==> src/hw/rtl/wscp_pkg.sv <==
package wscp_pkg;

    localparam int STORE_BYTES_DEF = 16384;
    localparam int MAX_SIDE_DEF    = 125;

    localparam int ADDR_W  = 14;
    localparam int BYTE_W  = 8;
    localparam int SIZE_W  = 7;
    localparam int MAG_W   = 8;
    localparam int CFG_IDX_W = 2;

    localparam logic [1:0] MODE_LOAD = 2'd0;
    localparam logic [1:0] MODE_PLOT = 2'd1;
    localparam logic [1:0] MODE_READ = 2'd2;

    localparam logic [1:0] OUT_PLACED    = 2'd0;
    localparam logic [1:0] OUT_COLLISION = 2'd1;
    localparam logic [1:0] OUT_UNCHANGED = 2'd2;
    localparam logic [1:0] OUT_ACCESS    = 2'd3;

    localparam logic [CFG_IDX_W-1:0] CFG_PLAY_WIDTH  = 2'd0;
    localparam logic [CFG_IDX_W-1:0] CFG_PLAY_HEIGHT = 2'd1;
    localparam logic [CFG_IDX_W-1:0] CFG_COLLISION   = 2'd2;

    localparam logic [SIZE_W-1:0] PLAY_WIDTH_RST  = 7'd60;
    localparam logic [SIZE_W-1:0] PLAY_HEIGHT_RST = 7'd20;
    localparam logic [BYTE_W-1:0] COLLISION_RST   = 8'd35;

    localparam logic [BYTE_W-1:0] BLANK_CHAR = 8'd32;

    localparam logic [1:0] REM_X = 2'd0;
    localparam logic [1:0] REM_Y = 2'd1;
    localparam logic [1:0] REM_S = 2'd2;

    typedef struct packed {
        logic [1:0]        mode;
        logic [ADDR_W-1:0] cell_addr;
        logic [BYTE_W-1:0] load_byte;
        logic [6:0]        anchor_x;
        logic [6:0]        anchor_y;
        logic signed [7:0] offset_x;
        logic signed [7:0] offset_y;
        logic [BYTE_W-1:0] glyph;
        logic              last_element;
    } t_in;

    typedef struct packed {
        logic [BYTE_W-1:0] read_byte;
        logic [ADDR_W-1:0] target_addr;
        logic [1:0]        outcome;
    } t_out;

    typedef struct packed {
        logic       take_item;
        logic       rem_start;
        logic [1:0] rem_sel;
        logic       lat_x;
        logic       lat_y;
        logic       mul;
        logic       sum;
        logic       lat_red;
        logic       mem_rd;
        logic       rmw;
        logic       out_load;
    } t_cmd;

    typedef struct packed {
        logic is_plot;
        logic rem_busy;
        logic rem_done;
        logic need_red;
        logic out_free;
    } t_sts;

endpackage

==> src/hw/rtl/wscp_ctrl.sv <==
module wscp_ctrl (
    input  logic           i_clk,
    input  logic           i_rst_n,
    input  logic           i_in_valid,
    output logic           o_in_stall,
    input  wscp_pkg::t_sts i_sts,
    output wscp_pkg::t_cmd o_cmd
);

    localparam logic [3:0] S_IDLE = 4'd0;
    localparam logic [3:0] S_DEC  = 4'd1;
    localparam logic [3:0] S_XRUN = 4'd2;
    localparam logic [3:0] S_YRUN = 4'd3;
    localparam logic [3:0] S_MUL  = 4'd4;
    localparam logic [3:0] S_SUM  = 4'd5;
    localparam logic [3:0] S_CHK  = 4'd6;
    localparam logic [3:0] S_SRUN = 4'd7;
    localparam logic [3:0] S_RD   = 4'd8;
    localparam logic [3:0] S_RMW  = 4'd9;
    localparam logic [3:0] S_OUT  = 4'd10;

    logic [3:0] r_state;
    logic [3:0] n_state;

    always_comb begin
        n_state = r_state;
        o_cmd   = '0;
        case (r_state)
            S_IDLE: begin
                if (i_in_valid) begin
                    o_cmd.take_item = 1'b1;
                    n_state = S_DEC;
                end
            end
            S_DEC: begin
                if (i_sts.is_plot) begin
                    o_cmd.rem_start = 1'b1;
                    o_cmd.rem_sel   = wscp_pkg::REM_X;
                    n_state = S_XRUN;
                end else begin
                    n_state = S_CHK;
                end
            end
            S_XRUN: begin
                o_cmd.rem_sel = wscp_pkg::REM_X;
                if (i_sts.rem_done) begin
                    o_cmd.lat_x     = 1'b1;
                    o_cmd.rem_start = 1'b1;
                    o_cmd.rem_sel   = wscp_pkg::REM_Y;
                    n_state = S_YRUN;
                end
            end
            S_YRUN: begin
                o_cmd.rem_sel = wscp_pkg::REM_Y;
                if (i_sts.rem_done) begin
                    o_cmd.lat_y = 1'b1;
                    n_state = S_MUL;
                end
            end
            S_MUL: begin
                o_cmd.mul = 1'b1;
                n_state = S_SUM;
            end
            S_SUM: begin
                o_cmd.sum = 1'b1;
                n_state = S_CHK;
            end
            S_CHK: begin
                o_cmd.rem_sel = wscp_pkg::REM_S;
                if (i_sts.need_red) begin
                    o_cmd.rem_start = 1'b1;
                    n_state = S_SRUN;
                end else begin
                    n_state = S_RD;
                end
            end
            S_SRUN: begin
                o_cmd.rem_sel = wscp_pkg::REM_S;
                if (i_sts.rem_done) begin
                    o_cmd.lat_red = 1'b1;
                    n_state = S_RD;
                end
            end
            S_RD: begin
                o_cmd.mem_rd = 1'b1;
                n_state = S_RMW;
            end
            S_RMW: begin
                o_cmd.rmw = 1'b1;
                n_state = S_OUT;
            end
            S_OUT: begin
                if (i_sts.out_free) begin
                    o_cmd.out_load = 1'b1;
                    n_state = S_IDLE;
                end
            end
            default: begin
                n_state = S_IDLE;
            end
        endcase
    end

    always_ff @(posedge i_clk) begin
        if (!i_rst_n) begin
            r_state <= S_IDLE;
        end else begin
            r_state <= n_state;
        end
    end

    assign o_in_stall = (r_state != S_IDLE);

endmodule

==> config.mk <==
export PLATFORM = sky130hd
export DESIGN_NAME = wscp_ctrl
export DESIGN_NICKNAME = d
export VERILOG_FILES = /design/src/hw/rtl/wscp_pkg.sv /design/src/hw/rtl/wscp_ctrl.sv
export SDC_FILE = /design/constraint.sdc
export NUM_CORES = 1
export LEC_CHECK = 0
export BUFFER_PORTS_ARGS = -buffer_cell sky130_fd_sc_hd__buf_2
export CORE_AREA = 2 2 39 41
export CTS_CLUSTER_SIZE = 28
export DETAILED_ROUTE_END_ITERATION = 10
export DIE_AREA = 0 0 41 43
export HOLD_SLACK_MARGIN = 0.06
export PLACE_DENSITY = 0.61
export SETUP_SLACK_MARGIN = 0.4
export SLEW_MARGIN = 20
export SYNTH_ARGS = -nofsm -noshare
export SYNTH_HDL_FRONTEND = slang
export SYNTH_SLANG_ARGS = --single-unit
==> constraint.sdc <==
create_clock -name i_clk -period 1.9 [get_ports i_clk]
set_clock_uncertainty 0.2 [all_clocks]
set_input_delay 0.285 -clock i_clk [delete_from_list [all_inputs] [get_ports i_clk]]
set_output_delay 0.285 -clock i_clk [all_outputs]
set_load 0.01 [all_outputs]
==> out/results.tsv <==
metric	value	unit
arrival time reported for the critical path endpoint	1.35	ns
vias post-DR	570	
Critical Path Max Stage Delay	0.54	ns
type of the worst setup path	reg -> out	
routed wire length	1.47	mm
share of post-route cells with drive strength above 1	0.609	
DRC errors left	0	
number of warning messages in the yosys log	0	
maximum net fanout on the critical path	5	
final weighted congestion in routability-driven placement	0.755	
crit path buf inv count	1	
share of total power in sequential cells	0.189	
Post-Syn Area	434	µm²
half-perimeter wire length of the detailed placement result	838	µm
sink count of the clock tree	4	
r2r endpoint	r_state[0]$_SDFFE_PN0P_	
aggregate global-route resource usage	0.168	
synthesized net count	69	
internal power	0.517	mW
Slowest cell on crit path	or4_4	
share of power burned in combinational logic	0.694	
register bank with the most flops	r_state	
synthesized flop and latch total	4	
number of enable-type register cells in the synthesized netlist	0	
met1 usage	0.195	
Clk network pwr share	0.116	
power per standard cell area	1200	nW/µm²
global-route wire length before repair	2.08	mm
largest registers	r_state (4)	
Die W	41	µm
CORE AREA	1380	µm²
met3 Track Usage GR	0.0314	
worst hold path type	in -> reg	
met2 track utilization from global routing	0.284	
max-cap check violation count	0	
share of the clock period used by the worst path after layout	0.968	
dominant synthesized flop cell	dfxtp_1	
final setup violating endpoints	0	
Post-Syn Instances	61	
net load switching power	0.396	mW
global route total overflow	0	
Num CTS Buffers	3	
RSZ-0062 raised after global routing	true	
average wire length per cell after detail routing	13.6	µm
async set or reset register ratio after synthesis	0	
clk buf depth	2	
Post-Layout Inst Area	759	µm²
R2R setup slack	0.21	ns
run status	completed	
ports placed on the boundary	21	
Total Die Area	1760	µm²
CTS tree	done	
DR vias/cell	5.28	
hold path depth	2	
Root Buffer	clkbuf_4	
Endpoint, Worst Hold	r_state[3]$_SDFFE_PN0P_	
largest net degree at the start of global routing	11	
min Tclk post-route	1.84	ns
fin nets	102	
sw frac	0.434	
library cells used by synthesis	32	
number of cells traversed by the worst register-to-register path	4	
Critical Path End Type	primary output	
CTS H-tree depth	1	
antenna violation net count after detailed routing	0	
commonest cells after routing, fill and taps aside	buf_2 (18), buf_4 (7), buf_6 (5)	
Worst Path Required	1.41	ns
dpl cell area	533	µm²
cell breakdown of the critical path	or4_4 -> nor2_1 -> buf_2	
Final TNS setup	0	ns
final-report hold violation count	0	
Placement Rows	14	
final number of max-transition violations	0	
Starting Density	0.314	
Worst IR Drop VDD	0.407	mV
Die Y-Extent	43	µm
layout-stage area growth over the synthesis result	74.9	%
Max-slew headroom	0.854	
insertion delay to the later sink of the worst-skew pair	0.24	ns
Post-Place Cells	94	
start point of the worst min-delay path	i_rst_n	
number of flip-flops in the largest register	4	
Buffers on Ports	19	
initial antenna violation count	0	
Final Non-Filler Cells	108	
utilization after layout	0.549	
peak-usage layer in the global routing report	met2	
First-pass DRT Iterations	4	
leading cell type in the layout, fill and taps excluded	buf_2	
kind of start point of the critical path	flip-flop	
vias in the first global route	496	
worst reg2reg path startpoint	r_state[3]$_SDFFE_PN0P_	
FMAX	0.544	GHz
Detailed Route Iter0 Violations	21	
leakage power summed over all cells	0.357	nW
number of buffers added to fix hold violations after cts	0	
Mean Syn Cell Area	7.12	µm²
Inserted Diodes	0	
slew at the pin with the worst max-slew slack	0.217	ns
sequential share of the synthesized area	0.184	
critical path's top delay family	simple AND/OR/NAND/NOR gates	
post-CTS clock slew at the launch and capture registers of the worst setup and hold paths	0.04	ns
==> worst max-delay path by stage <==
stage,startpoint,endpoint,slack [ns],depth (start not counted)
after global routing,r_state[1]$_SDFFE_PN0P_,o_cmd[11],0.02,3
after global placement,r_state[0]$_SDFFE_PN0P_,r_state[1]$_SDFFE_PN0P_,0.14,3
final,r_state[1]$_SDFFE_PN0P_,o_cmd[11],0.06,3
after CTS,r_state[1]$_SDFFE_PN0P_,o_cmd[11],0.07,3
after detailed placement,r_state[0]$_SDFFE_PN0P_,r_state[1]$_SDFFE_PN0P_,0.12,3
after floorplan,r_state[1]$_SDFFE_PN0P_,r_state[1]$_SDFFE_PN0P_,0.28,3
==> cells in the mapped netlist, types with 2 or more instances <==
cell type  number  area, µm²
a21oi_1         2       10.0
buf_6           3       33.8
dfxtp_1         4       80.1
inv_1           3       11.3
nand2_1         6       22.5
nand2b_1        4       25.0
nand3_1         2       10.0
nor2_1          6       22.5
nor2b_1         2       12.5
nor3_1          3       15.0
o21ai_0         5       25.0
==> cells by family (layout without fill, tap and decap cells) <==
family                 count (synthesis)  after routing  share of synthesized area
buffers and inverters                  7             38                      0.112
DFF                                    4              4                      0.184
muxes                                  1              1                     0.0231
AOI/OAI and AO/OA                     17             17                      0.265
and+or+nand+nor                       32             32                      0.415
==> repair_timing <==
action | in CTS | in global routing
endpoints found under the setup margin | 17 | 17
pin swaps | 5 | 4
endpoints found under the hold margin | 0 | 0
gates resized for setup | 16 | 17
buffers inserted | 6 | 5
==> stage by stage <==
stage | worst slack (ns) | power [mW] | hold WS (ns)
floorplan | 0.284 | 0.471 | 0.218
global placement | 0.136 | 0.551 | 0.382
detailed placement | 0.123 | 0.559 | 0.368
CTS | 0.0671 | 0.789 | 0.152
global route | 0.0237 | 0.982 | 0.156
finish | 0.0612 | 0.913 | 0.157
==> final cells by class <==
type,count,area [µm²]
inverters,3,16.3
well taps,16,20.0
repair buffers,32,223
fillers,128,624
clock buffers,3,22.5
flip-flops and latches,4,95.1
multi-input cells,50,383
==> routing by layer <==
| layer | share of wire | vias up |
|---|---|---|
| li1 | - | 283 |
| met1 | 0.39 | 262 |
| met2 | 0.56 | 21 |
| met3 | 0.036 | 4 |
| met4 | 0.011 | 0 |
| met5 | 0 | - |
==> power groups by stage <==
| stage | clock [mW] | sequential (mW) | combinational, mW |
|---|---|---|---|
| floorplan | 0 | 0.141 | 0.330 |
| global placement | 0 | 0.201 | 0.350 |
| detailed placement | 0 | 0.200 | 0.358 |
| CTS | 0.106 | 0.169 | 0.514 |
| global route | 0.121 | 0.173 | 0.687 |
| finish | 0.106 | 0.173 | 0.634 |
Power figures use the tool's default switching activity.
